## src/design/rtd_temperature_alarm_monitor_defines.svh

```systemverilog
// Assertion helpers for the RTD monitor, clocked on i_clk, off during reset.
`ifndef RTD_TEMPERATURE_ALARM_MONITOR_DEFINES_SVH
`define RTD_TEMPERATURE_ALARM_MONITOR_DEFINES_SVH

// Same-cycle implication.
`define RTDTAM_ASSERT_IMPL(lbl, pre, post, msg) \
    lbl: assert property (@(posedge i_clk) disable iff (!i_rst_n) (pre) |-> (post)) \
        else $error(msg);

// Next-cycle implication.
`define RTDTAM_ASSERT_NEXT(lbl, pre, post, msg) \
    lbl: assert property (@(posedge i_clk) disable iff (!i_rst_n) (pre) |=> (post)) \
        else $error(msg);

`endif

```

## src/design/rtdtam_pkg.sv

```systemverilog
package rtdtam_pkg;

    localparam int CHANNELS_DEF = 4;

    // Callendar-Van Dusen threshold, common factors removed:
    //   code * LHS_SCALE >= 8 * (POLY_ONE + POLY_A*k - POLY_B*k^2)
    localparam logic [29:0] POLY_ONE  = 30'd400000000;
    localparam logic [20:0] POLY_A    = 21'd1563320;
    localparam logic [7:0]  POLY_B    = 8'd231;
    localparam logic [18:0] LHS_SCALE = 19'd390625;

    localparam logic [31:0] ALARM_LIMITS_RST = 32'h6464_6464;
    localparam logic [31:0] TRIP_LIMITS_RST  = 32'h6E6E_6E6E;
    localparam logic [31:0] DELAYS_RST       = 32'h0000_0000;
    localparam logic [3:0]  ENABLE_MASK_RST  = 4'h0;

    typedef enum logic [1:0] {
        CFG_ALARM_LIMITS = 2'd0,
        CFG_TRIP_LIMITS  = 2'd1,
        CFG_DELAYS       = 2'd2,
        CFG_ENABLE_MASK  = 2'd3
    } t_cfg_idx;

    typedef enum logic [2:0] {
        S_IDLE,
        S_LHS,
        S_SQ,
        S_CMP,
        S_UPD
    } t_state;

endpackage

```

## src/design/rtd_temperature_alarm_monitor.sv

```systemverilog
// Channel  | Dir | Handshake          | Beat payload
// ---------+-----+--------------------+-----------------------------------------------
// input    | in  | i_valid / o_ready  | action, channel, fault_byte, code_high/low
// result   | out | o_valid / i_ready  | report_channel, temperature, alarm, trip,
//          |     |                    | fault_code, out_of_range
// config   | in  | i_cfg_we           | i_cfg_index, i_cfg_data
//
// A clean sample goes from idle to S_LHS for the scaled code product, then
// through 8 bits of root search, each a square (S_SQ) and then a polynomial
// compare (S_CMP) through one shared datapath, then to the update state S_UPD,
// which sets o_valid. Clear actions, faulted samples (fault byte or code
// fault bit) and unused channels go from idle straight to S_UPD.
// Reset (synchronous, active low) loads register defaults and clears the FSM,
// channel state and o_valid. The next beat is taken while a result waits; the
// update stalls until the result register is free.
`include "rtd_temperature_alarm_monitor_defines.svh"

module rtd_temperature_alarm_monitor #(
    parameter int CHANNELS = rtdtam_pkg::CHANNELS_DEF
) (
    input  logic        i_clk,
    input  logic        i_rst_n,
    input  logic        i_cfg_we,
    input  logic [1:0]  i_cfg_index,
    input  logic [31:0] i_cfg_data,
    input  logic        i_valid,
    output logic        o_ready,
    input  logic        i_action,
    input  logic [1:0]  i_channel,
    input  logic [7:0]  i_fault_byte,
    input  logic [7:0]  i_code_high,
    input  logic [7:0]  i_code_low,
    output logic        o_valid,
    input  logic        i_ready,
    output logic [1:0]  o_report_channel,
    output logic [7:0]  o_temperature,
    output logic        o_alarm,
    output logic        o_trip,
    output logic [7:0]  o_fault_code,
    output logic        o_out_of_range
);
    import rtdtam_pkg::*;

    localparam int CW = (CHANNELS > 1) ? $clog2(CHANNELS) : 1;

    t_state r_state, n_state;

    logic [31:0] r_alarm_lim, r_trip_lim, r_delays;
    logic [3:0]  r_enable;

    logic        r_action, r_cfb;
    logic [1:0]  r_ch;
    logic [7:0]  r_fault;
    logic [14:0] r_code;
    logic [33:0] r_lhs;
    logic [15:0] r_sq;
    logic [7:0]  r_t;
    logic [2:0]  r_bit;

    logic [7:0] r_temp  [CHANNELS];
    logic [7:0] r_acnt  [CHANNELS];
    logic [7:0] r_tcnt  [CHANNELS];
    logic [7:0] r_fstore[CHANNELS];
    logic       r_alat  [CHANNELS];
    logic       r_tlat  [CHANNELS];
    logic       r_range [CHANNELS];

    logic [7:0] n_temp  [CHANNELS];
    logic [7:0] n_acnt  [CHANNELS];
    logic [7:0] n_tcnt  [CHANNELS];
    logic [7:0] n_fstore[CHANNELS];
    logic       n_alat  [CHANNELS];
    logic       n_tlat  [CHANNELS];
    logic       n_range [CHANNELS];

    logic        r_out_valid;
    logic [1:0]  r_out_ch;
    logic [7:0]  r_out_temp, r_out_fault;
    logic        r_out_alarm, r_out_trip, r_out_range;

    logic          w_accept, w_upd, w_chv, w_en, w_hit;
    logic [CW-1:0] w_idx;
    logic [7:0]    w_k, w_alim, w_tlim, w_dly;
    logic [28:0]   w_ak;
    logic [23:0]   w_bsq;
    logic [29:0]   w_poly;
    logic [33:0]   w_rhs;

    assign w_accept = i_valid && o_ready;
    assign w_idx    = CW'(r_ch);
    assign w_chv    = 32'(r_ch) < CHANNELS;
    assign w_en     = w_chv && r_enable[r_ch];
    assign w_alim   = r_alarm_lim[{r_ch, 3'b000} +: 8];
    assign w_tlim   = r_trip_lim[{r_ch, 3'b000} +: 8];
    assign w_dly    = r_delays[{r_ch, 3'b000} +: 8];

    // root search datapath: candidate, polynomial, threshold compare
    assign w_k    = r_t | (8'd1 << r_bit);
    assign w_ak   = 29'(POLY_A) * 29'(w_k);
    assign w_bsq  = 24'(POLY_B) * 24'(r_sq);
    assign w_poly = POLY_ONE + 30'(w_ak) - 30'(w_bsq);
    assign w_rhs  = {1'b0, w_poly, 3'b000};
    assign w_hit  = r_lhs >= w_rhs;

    always_comb begin
        n_state = r_state;
        o_ready = 1'b0;
        w_upd   = 1'b0;
        case (r_state)
            S_IDLE: begin
                o_ready = 1'b1;
                if (i_valid) begin
                    if (i_action || (i_fault_byte != 8'd0) || i_code_low[0]
                        || !(32'(i_channel) < CHANNELS)) begin
                        n_state = S_UPD;
                    end else begin
                        n_state = S_LHS;
                    end
                end
            end
            S_LHS: n_state = S_SQ;
            S_SQ:  n_state = S_CMP;
            S_CMP: n_state = (r_bit == 3'd0) ? S_UPD : S_SQ;
            S_UPD: begin
                if (!r_out_valid || i_ready) begin
                    w_upd   = 1'b1;
                    n_state = S_IDLE;
                end
            end
            default: n_state = S_IDLE;
        endcase
    end

    // channel state after this beat
    always_comb begin
        n_temp   = r_temp;
        n_acnt   = r_acnt;
        n_tcnt   = r_tcnt;
        n_fstore = r_fstore;
        n_alat   = r_alat;
        n_tlat   = r_tlat;
        n_range  = r_range;
        if (r_action) begin
            for (int i = 0; i < CHANNELS; i++) begin
                n_alat[i] = 1'b0;
                n_tlat[i] = 1'b0;
            end
        end else if (w_chv) begin
            if (r_fault != 8'd0) begin
                n_temp[w_idx]   = 8'd0;
                n_fstore[w_idx] = r_fault;
            end else begin
                n_range[w_idx]  = r_cfb;
                n_temp[w_idx]   = r_t;
                n_fstore[w_idx] = 8'd0;
                if (r_t >= w_alim) begin
                    if (r_acnt[w_idx] < w_dly) begin
                        n_acnt[w_idx] = r_acnt[w_idx] + 8'd1;
                    end else begin
                        n_acnt[w_idx] = 8'd0;
                        n_alat[w_idx] = 1'b1;
                    end
                end else begin
                    n_acnt[w_idx] = 8'd0;
                end
                if (r_t >= w_tlim) begin
                    if (r_tcnt[w_idx] < w_dly) begin
                        n_tcnt[w_idx] = r_tcnt[w_idx] + 8'd1;
                    end else begin
                        n_tcnt[w_idx] = 8'd0;
                        n_tlat[w_idx] = 1'b1;
                    end
                end else begin
                    n_tcnt[w_idx] = 8'd0;
                end
            end
        end
    end

    always_ff @(posedge i_clk) begin
        if (!i_rst_n) begin
            r_state <= S_IDLE;
        end else begin
            r_state <= n_state;
        end
    end

    always_ff @(posedge i_clk) begin
        if (!i_rst_n) begin
            r_alarm_lim <= ALARM_LIMITS_RST;
            r_trip_lim  <= TRIP_LIMITS_RST;
            r_delays    <= DELAYS_RST;
            r_enable    <= ENABLE_MASK_RST;
        end else if (i_cfg_we) begin
            case (i_cfg_index)
                CFG_ALARM_LIMITS: r_alarm_lim <= i_cfg_data;
                CFG_TRIP_LIMITS:  r_trip_lim  <= i_cfg_data;
                CFG_DELAYS:       r_delays    <= i_cfg_data;
                CFG_ENABLE_MASK:  r_enable    <= i_cfg_data[3:0];
                default: ;
            endcase
        end
    end

    always_ff @(posedge i_clk) begin
        if (w_accept) begin
            r_action <= i_action;
            r_ch     <= i_channel;
            r_fault  <= i_fault_byte;
            r_code   <= {i_code_high, i_code_low[7:1]};
            r_cfb    <= i_code_low[0];
            r_t      <= 8'd0;
            r_bit    <= 3'd7;
        end
        if (r_state == S_LHS) begin
            r_lhs <= 34'(r_code) * 34'(LHS_SCALE);
        end
        if (r_state == S_SQ) begin
            r_sq <= 16'(w_k) * 16'(w_k);
        end
        if (r_state == S_CMP) begin
            if (w_hit) begin
                r_t <= w_k;
            end
            r_bit <= r_bit - 3'd1;
        end
    end

    always_ff @(posedge i_clk) begin
        if (!i_rst_n) begin
            for (int i = 0; i < CHANNELS; i++) begin
                r_temp[i]   <= 8'd0;
                r_acnt[i]   <= 8'd0;
                r_tcnt[i]   <= 8'd0;
                r_fstore[i] <= 8'd0;
                r_alat[i]   <= 1'b0;
                r_tlat[i]   <= 1'b0;
                r_range[i]  <= 1'b0;
            end
        end else if (w_upd) begin
            r_temp   <= n_temp;
            r_acnt   <= n_acnt;
            r_tcnt   <= n_tcnt;
            r_fstore <= n_fstore;
            r_alat   <= n_alat;
            r_tlat   <= n_tlat;
            r_range  <= n_range;
        end
    end

    always_ff @(posedge i_clk) begin
        if (!i_rst_n) begin
            r_out_valid <= 1'b0;
        end else if (w_upd) begin
            r_out_valid <= 1'b1;
        end else if (i_ready) begin
            r_out_valid <= 1'b0;
        end
    end

    always_ff @(posedge i_clk) begin
        if (w_upd) begin
            r_out_ch    <= r_ch;
            r_out_temp  <= w_en ? n_temp[w_idx]   : 8'd0;
            r_out_fault <= w_en ? n_fstore[w_idx] : 8'd0;
            r_out_alarm <= w_en && n_alat[w_idx];
            r_out_trip  <= w_en && n_tlat[w_idx];
            r_out_range <= w_en && n_range[w_idx];
        end
    end

    assign o_valid          = r_out_valid;
    assign o_report_channel = r_out_ch;
    assign o_temperature    = r_out_temp;
    assign o_fault_code     = r_out_fault;
    assign o_alarm          = r_out_alarm;
    assign o_trip           = r_out_trip;
    assign o_out_of_range   = r_out_range;

    `RTDTAM_ASSERT_NEXT(a_busy_after_accept, w_accept, !o_ready, "ready high right after accept")
    `RTDTAM_ASSERT_IMPL(a_masked_temp, o_valid && (o_temperature != 8'd0), r_enable[o_report_channel], "temperature reported for disabled channel")
    `RTDTAM_ASSERT_IMPL(a_range_zero_temp, o_valid && o_out_of_range, o_temperature == 8'd0, "out of range with nonzero temperature")

endmodule

```

## config.mk

```make
export PLATFORM = sky130hd
export DESIGN_NAME = rtd_temperature_alarm_monitor
export DESIGN_NICKNAME = d
export VERILOG_FILES = /design/src/design/rtdtam_pkg.sv /design/src/design/rtd_temperature_alarm_monitor.sv
export VERILOG_INCLUDE_DIRS = /design/src /design/src/design
export SDC_FILE = /design/constraint.sdc
export NUM_CORES = 1
export LEC_CHECK = 0
export BUFFER_PORTS_ARGS = -buffer_cell sky130_fd_sc_hd__buf_2
export CAP_MARGIN = 20
export CORE_MARGIN = 2
export CORE_UTILIZATION = 40
export CTS_BUF_LIST = sky130_fd_sc_hd__clkbuf_4
export CTS_CLUSTER_DIAMETER = 80
export CTS_CLUSTER_SIZE = 20
export DETAILED_ROUTE_END_ITERATION = 8
export GPL_TIMING_DRIVEN = 0
export PLACE_DENSITY_LB_ADDON = 0.1
export SYNTH_ARGS = -nofsm -noshare
export SYNTH_HDL_FRONTEND = slang
export SYNTH_SLANG_ARGS = --single-unit
export TNS_END_PERCENT = 1
```

## constraint.sdc

```tcl
create_clock -name i_clk -period 9.6 [get_ports i_clk]
set_input_delay 0.48 -clock i_clk [delete_from_list [all_inputs] [get_ports i_clk]]
set_output_delay 0.48 -clock i_clk [all_outputs]
set_load 0.01 [all_outputs]
```

==> impl_results.md, run 1 <==
* Status: finished, violations left
* Failing checks: negative setup slack
* Asr flop ratio synth at 0%
* Tmin final at ~9.8 ns
* Share of layout cells above drive strength 1 at between 10% and 20%
* CTS Sinks at between 300 and 400
* Dominant cell type by area after synthesis: dfxtp_1
* Post-synth EDFFs at 100
* DR iter-0 viols at approximately 1,200
* Post-synthesis cell count at 2,858
* Clock Power Share at between 10% and 20%
* Largest net degree at the start of global routing at 22
* Worst Reg-to-Reg Cells at 43
* Die extent in y at 269 um
* Gate power share at between 50 and 60%
* PortBufs at slightly below 90
* Total power at 6.11 mW
* Synth Register Bits at approximately 350
* Metal1 wirelength at 35,900 um
* Worst min path class: in -> reg
* Worst R2R Setup Slack at -0.22 ns
* Post-Syn Nets at about 3,500
* Initial Util at between 40% and 50%
* Final worst slack at -0.222 ns
* Synthesis-to-finish area growth at 12.6%
* Setup crit end kind: register
* Peak supply drop at between 0.2 and 0.25 mV
* Root Buffer: clkbuf_4
* Core area at 69,900 um^2
* Ranking of synthesized cells by area: dfxtp_1 18%, fa_1 17%, ha_1 15%
* Htree depth at 1
* Die ar. at approximately 73,000 um^2
* Cell Rows at slightly below 100
* First-pass GRT wire length at 121,000 um
* Vias in the first global route at between 20,000 and 25,000
* DP Wirelength at slightly below 60,000 um
* Worst path required time at 10.40 ns
* Count leader, synth: nand2_1
* Worst Hold Launch: i_cfg_we
* Hold EP: r_trip_lim[31]
* Yosys warns at 0
* Initial antenna violation count at 4
* DR WL/cell at approximately 19 um
* Max cap viols at 0
* Leakage at 14.1 nW
* Die W at between 200 and 300 um
* Cell type of the slowest stage on the worst timing path: fa_2
* Gr usage total at between 20% and 30%
* Fillers at 6,772
* P_int at about 3.6 mW
* Skew final at between 0.04 and 0.05 ns
* Switching portion of total power at 41.3%
* Power Density at 193 nW/um^2
* Worst slew pin tran at between 1 and 1.5 ns
* CTS tree: done
* Cell area after synthesis at around 28,000 um^2
* DR WL met3 at 3610 um
* Worst-path clk slew at around 0.19 ns
* Vias at just over 20,000
* Critical Path Start Type: register
* Num CTS Buffers at 26
* Slew Viols, Final at 0
* Via density at a little over 5
* Critical R2R Launch: r_bit[0]
* Min Hold Slack at 0.107 ns
* Largest buffer count on any clock path at 3
* Post-synthesis sequential area ratio at 28.6%
* Sequential Power Share at between 20% and 30%
* Final setup vio count at 8
* CP Max Fanout at 8
* Final net count at around 3,700
* Most common cell on crit path: fa_1
* Yosys cell types at slightly above 70
* Max layer used: met5
* Most used flip-flop cell after synthesis: dfxtp_1
* Worst skew pair latency at around 0.90 ns
* RSZ-0062 raised after global routing: true
* First drt pass iteration count at 5
* Worst slew margin at around 25%
* Fmax at a little over 0.1 GHz
* RePlAce Congestion at 0.862
* I/O Pins at 89
* DRC at 0
* CP Class: reg -> reg
* Antenna Nets Post-Route at 0
* Syn avg cell area at around 9.8 um^2
* Hold Violations, Final at 0
* Crit path DAT at roughly 11 ns
* Hold Path Stages at 4
* Commonest cells in the netlist: 414 x nand2_1, 385 x inv_1, 348 x ha_1
* Top cell type's share of synthesized area at about 18%
* Routed wl met2 at 33,400 um
* Final Routed Wirelength at 75,000 um
* Crit path from: r_bit[0]
* Final Cycle Share at 102%
* FF-to-FF End: r_t[1]
* Gr ovfl total at 0
* Switching pwr at approximately 2.5 mW
* Max incr delay on CP at approximately 0.57 ns
==> cell families (layout without fill, tap and decap cells) <==
kind of cell,Yosys count,count (layout),synth area share [%]
muxes,75,75,5.30
other,0,3,0
adders and majority gates,589,589,32.6
and+or+nand+nor,802,802,12.8
AOI/OAI and AO/OA,458,458,11.0
DFF,352,352,28.6
buffers and inverters,484,723,6.62
xor gates and xnor gates,98,98,3.05
==> cell usage in the layout, fill, tap and decap left out, types with 90 or more instances in the layout <==
cell / n
inv_1: 366
ha_1: 333
dfxtp_1: 252
fa_1: 235
nor2_1: 115
nand2_1: 414
edfxtp_1: 100
a21boi_0: 119
buf_2: 101
nand3_1: 90
==> power groups by stage <==
stage / clock network (mW) / logic (mW) / registers [mW]
2_1_floorplan: 0 / 2.72 / 1.82
3_3_place_gp: 0 / 3.46 / 1.83
3_5_place_dp: 0 / 3.47 / 1.83
4_1_cts: 0.827 / 3.54 / 1.80
5_1_grt: 0.876 / 4.05 / 1.80
6_report: 0.797 / 3.51 / 1.80
==> metal layers <==
metal	track usage, %	vias to the layer above
li1	-	9998
met1	30.6	10100
met2	32.8	425
met3	2.63	103
met4	5.57	2
met5	0	-
==> sequential cells by signal, summed over array words and instances (netlist names), 15 cells and up <==
signal / count
r_alarm_lim: 32
r_code: 15
r_delays: 32
r_sq: 15
r_lhs: 34
r_temp: 32
r_trip_lim: 32
r_tcnt: 32
r_acnt: 32
r_fstore: 32
==> stage by stage <==
| stage | util (%) | instance area, um^2 | setup TNS, ns | cells | setup slack, ns |
|---|---|---|---|---|---|
| after global placement | 42.7 | 29800 | -14.85 | 3886 | -1.87 |
| final | 45.3 | 31700 | -1.57 | 4040 | -0.222 |
| after CTS | 45.2 | 31600 | -1.03 | 4032 | -0.156 |
| after global routing | 45.3 | 31700 | -5.34 | 4040 | -0.681 |
| after detailed placement | 42.8 | 29900 | -13.21 | 3893 | -1.66 |
| after floorplan | - | 28200 | 0 | 2858 | 0.000242 |
==> area by class of cell <==
class	instances	area (um^2)	area share [%]
antenna	3	7.51	0.0237
buffer	97	419	1.32
clock buffer	31	233	0.734
clock inverter	14	189	0.596
inverter	385	1480	4.66
multi-input combinational	2022	18700	58.9
sequential	352	8050	25.4
tap	940	1180	3.71
timing repair buffer	196	1470	4.64
==> critical path, delay by kind of cell, from the launching register on <==
family | cells | cell delay, ns
buf+inv | 8 | 0.60
xor+xnor | 2 | 0.36
simple gates | 6 | 0.68
fa+ha+maj | 13 | 4.98
flops | 1 | 0.48
compound gates | 14 | 2.61
==> worst max path at each step <==
| stage | cells past startpoint | slack (ns) | endpoint |
|---|---|---|---|
| floorplan | 43 | 0.0002 | r_t[0] |
| global placement | 37 | -1.87 | r_t[7] |
| detailed placement | 35 | -1.66 | r_t[6] |
| CTS | 43 | -0.16 | r_t[1] |
| global route | 43 | -0.68 | r_t[1] |
| finish | 43 | -0.22 | r_t[1] |
==> repair_timing <==
item,in CTS,in global routing
setup endpoints to repair,8,8
setup buffers,31,4
endpoints found under the hold margin,130,0
hold buffers,65,0
pin swaps,42,15
resized for setup,91,8
(Power assumes the default switching activity.)
==> inputs of run 2 (changes only) <==
CORE_ASPECT_RATIO = 0.5   (was default)
==> run 2 against run 1 <==
The flow still finishes with violations (negative setup slack). Final area up 0.16%. Die area up 0.18%. Global-route usage down 0.066 points. First-iteration DRC count down 9.0%. Non-clock buffer count up 5. Via count down 1.1%. Combinational power down 1%. Count of clock-buffer cells in the layout down 2. Sequential share of layout area about the same. Critical endpoint unchanged. Highest routed layer is now met4.
==> impl_results.md, run 2 (synthesis gave the netlist of run 1 again) <==
* Placed cell area at 29,900 um^2 (about the same)
* Sequential Power Share at 30.1% (was 29.5%)
* Htree depth at 1 (unchanged)
* Cell type of the slowest stage on the worst timing path: fa_1 (was fa_2)
* Commonest non-fill, non-tap cell in the layout: nand2_1 (unchanged)
* Final net count at 3,738 (was 3,735)
* Worst path required time at 10.35 ns (was 10.40 ns)
* RePlAce Congestion at 0.845 (was 0.862)
* I/O Pins at 89 (unchanged)
* Final setup vio count at 8 (unchanged)
* Critical Path Start Type: register (unchanged)
* PortBufs at 88 (unchanged)
* DR WL/cell at 18.2 um (was 18.6 um)
* Most frequent cells in the layout: 414 x nand2_1, 370 x inv_1, 328 x ha_1 (was 414 x nand2_1, 366 x inv_1, 333 x ha_1)
* Max reg flops at 34 (unchanged)
* Fin area at 31,700 um^2 (about the same)
* Share of layout cells above drive strength 1 at 11.5% (was 11.3%)
* Die ar. at 72,600 um^2 (was 72,500 um^2)
* Root Buffer: clkbuf_4 (unchanged)
* Worst-path clk slew at 0.23 ns (was 0.19 ns)
* Crit path DAT at 10.48 ns (was 10.62 ns)
* Slew Viols, Final at 0 (unchanged)
* Vias at 20,400 (was 20,700)
* Skew final at 0.0530 ns (was 0.0484 ns)
* Cell Rows at 68 (was 97)
* Setup crit end kind: register (unchanged)
* Final Cycle Share at 101% (was 102%)
* Clock Power Share at 12.2% (was 13.0%)
* First-pass GRT wire length at 118,000 um (was 121,000 um)
* Crit path from: r_bit[1] (was r_bit[0])
* Largest buffer count on any clock path at 3 (unchanged)
* Synthesis-to-finish area growth at 12.8% (was 12.6%)
* Gr usage total at 20.9% (was 21.0%)
* Worst skew pair latency at 0.89 ns (was 0.90 ns)
* Largest net degree at the start of global routing at 22 (unchanged)
* Worst Hold Launch: i_cfg_we (unchanged)
* Reg with most FFs: r_lhs (unchanged)
* Antenna Nets Post-Route at 0 (unchanged)
* CP Max Fanout at 8 (unchanged)
* Worst R2R Setup Slack at -0.14 ns (was -0.22 ns)
* First drt pass iteration count at 5 (unchanged)
* Hold Path Stages at 4 (unchanged)
* DRC at 0 (unchanged)
* Final Routed Wirelength at 73,500 um (was 75,000 um)
* Worst Reg-to-Reg Cells at 37 (was 43)
* Gr ovfl total at 0 (unchanged)
* Worst slew margin at 34.0% (was 25.0%)
* Peak supply drop at 0.395 mV (was 0.240 mV)
* Via density at 5.05 (was 5.11)
* DR iter-0 viols at 1,126 (was 1,238)
* Hold EP: r_trip_lim[0] (was r_trip_lim[31])
* Num CTS Buffers at 24 (was 26)
* P_int at 3.52 mW (was 3.59 mW)
* Leakage at 14.0 nW (was 14.1 nW)
* Status: finished, violations left (unchanged)
* Fmax at 0.103 GHz (was 0.102 GHz)
* Hold Violations, Final at 0 (unchanged)
* Die W at 379 um (was 269 um)
* CP Class: reg -> reg (unchanged)
* Final worst slack at -0.140 ns (was -0.222 ns)
* Switching pwr at 2.48 mW (was 2.52 mW)
* CTS Sinks at 352 (unchanged)
* Tmin final at 9.74 ns (was 9.82 ns)
* Die extent in y at 192 um (was 269 um)
* Vias in the first global route at 21,200 (was 21,600)
* CTS tree: done (unchanged)
* Worst slack, placed at -1.99 ns (was -1.66 ns)
* Gate power share at 57.7% (was 57.5%)
* Worst min path class: in -> reg (unchanged)
* Initial Util at 40.6% (was 40.3%)
* FF-to-FF End: r_t[1] (unchanged)
* RSZ-0062 raised after global routing: true (unchanged)
* Critical R2R Launch: r_bit[1] (was r_bit[0])
* Max cap viols at 0 (unchanged)
* Final core occ at 45.8% (was 45.3%)
* Core area at 69,300 um^2 (was 69,900 um^2)
* Switching portion of total power at 41.3% (about the same)
* Worst slew pin tran at 0.987 ns (was 1.12 ns)
* Most common cell on crit path: a21o_1 (was fa_1)
* Initial antenna violation count at 3 (was 4)
* DP Wirelength at 57,100 um (was 58,700 um)
* Max incr delay on CP at 0.59 ns (was 0.57 ns)
* Power Density at 189 nW/um^2 (was 193 nW/um^2)
* Min Hold Slack at 0.116 ns (was 0.107 ns)
* Failing checks: negative setup slack (unchanged)
## run 2: changes by cell type in the layout (fill, tap and decap cells not counted), sizes merged
cell,delta
clkbuf,-2
bufinv,-1
diode,-1
inv,-1
clkinvlp,-1
clkinv,-2
buf,+5
## run 2: power groups by stage
| stage | registers [mW] | clock network, mW | logic, mW |
|---|---|---|---|
| after floorplan | 1.82 | 0 | 2.72 |
| after global placement | 1.83 | 0 | 3.43 |
| after detailed placement | 1.83 | 0 | 3.46 |
| after CTS | 1.80 | 0.763 | 3.51 |
| after global routing | 1.81 | 0.817 | 4.03 |
| final | 1.80 | 0.732 | 3.46 |
## run 2: critical path, delay by kind of cell, from the launching register on
family	cells	cell delay, ns
flip-flops	1	0.56
adder cells (fa/ha/maj)	13	4.89
AND/OR/NAND/NOR	3	0.38
AO/OA/AOI/OAI	16	2.93
XOR/XNOR	2	0.32
buffers and inverters	3	0.48
## run 2: worst max-delay path by stage
stage,endpoint,slack [ns],depth (start not counted)
after floorplan,r_t[0],0.0002,43
after global placement,r_t[1],-2.24,37
after detailed placement,r_t[7],-1.99,38
after CTS,r_t[1],-0.18,42
after global routing,r_t[1],-0.63,42
final,r_t[1],-0.14,37
## run 2: cell type report
cell class | count | area [um^2]
diodes | 2 | 5.00
inverters | 385 | 1480
fillers | 6739 | 37500
multi-input cells | 2022 | 18800
well taps | 945 | 1180
clock buffers | 29 | 218
repair buffers | 200 | 1490
plain buffers | 98 | 430
clock inverters | 9 | 118
flip-flops and latches | 352 | 8050
## run 2: routing by layer
layer | routed length, um | global-route usage, % | vias up
met1 | 35900 | 30.1 | 10100
li1 | - | - | 9985
met5 | 0 | 0 | -
met4 | 1000 | 3.07 | 0
met2 | 33200 | 33.8 | 302
met3 | 3420 | 3.16 | 62
## run 2: repair_timing
action | CTS | global route
cloned | 0 | 0
hold buffers | 65 | 0
hold endpoints to repair | 130 | 0
buffers inserted | 37 | 2
pin swaps | 42 | 11
resized for setup | 91 | 17
setup endpoints to repair | 8 | 8
## run 2: per-stage QoR
step                setup TNS, ns  cells  power [mW]
floorplan                       0   2858        4.54
global route                -4.70   4041        6.65
global placement           -17.79   3891        5.26
CTS                         -1.07   4037        6.07
finish                     -0.873   4042        5.99
detailed placement         -15.73   3898        5.29
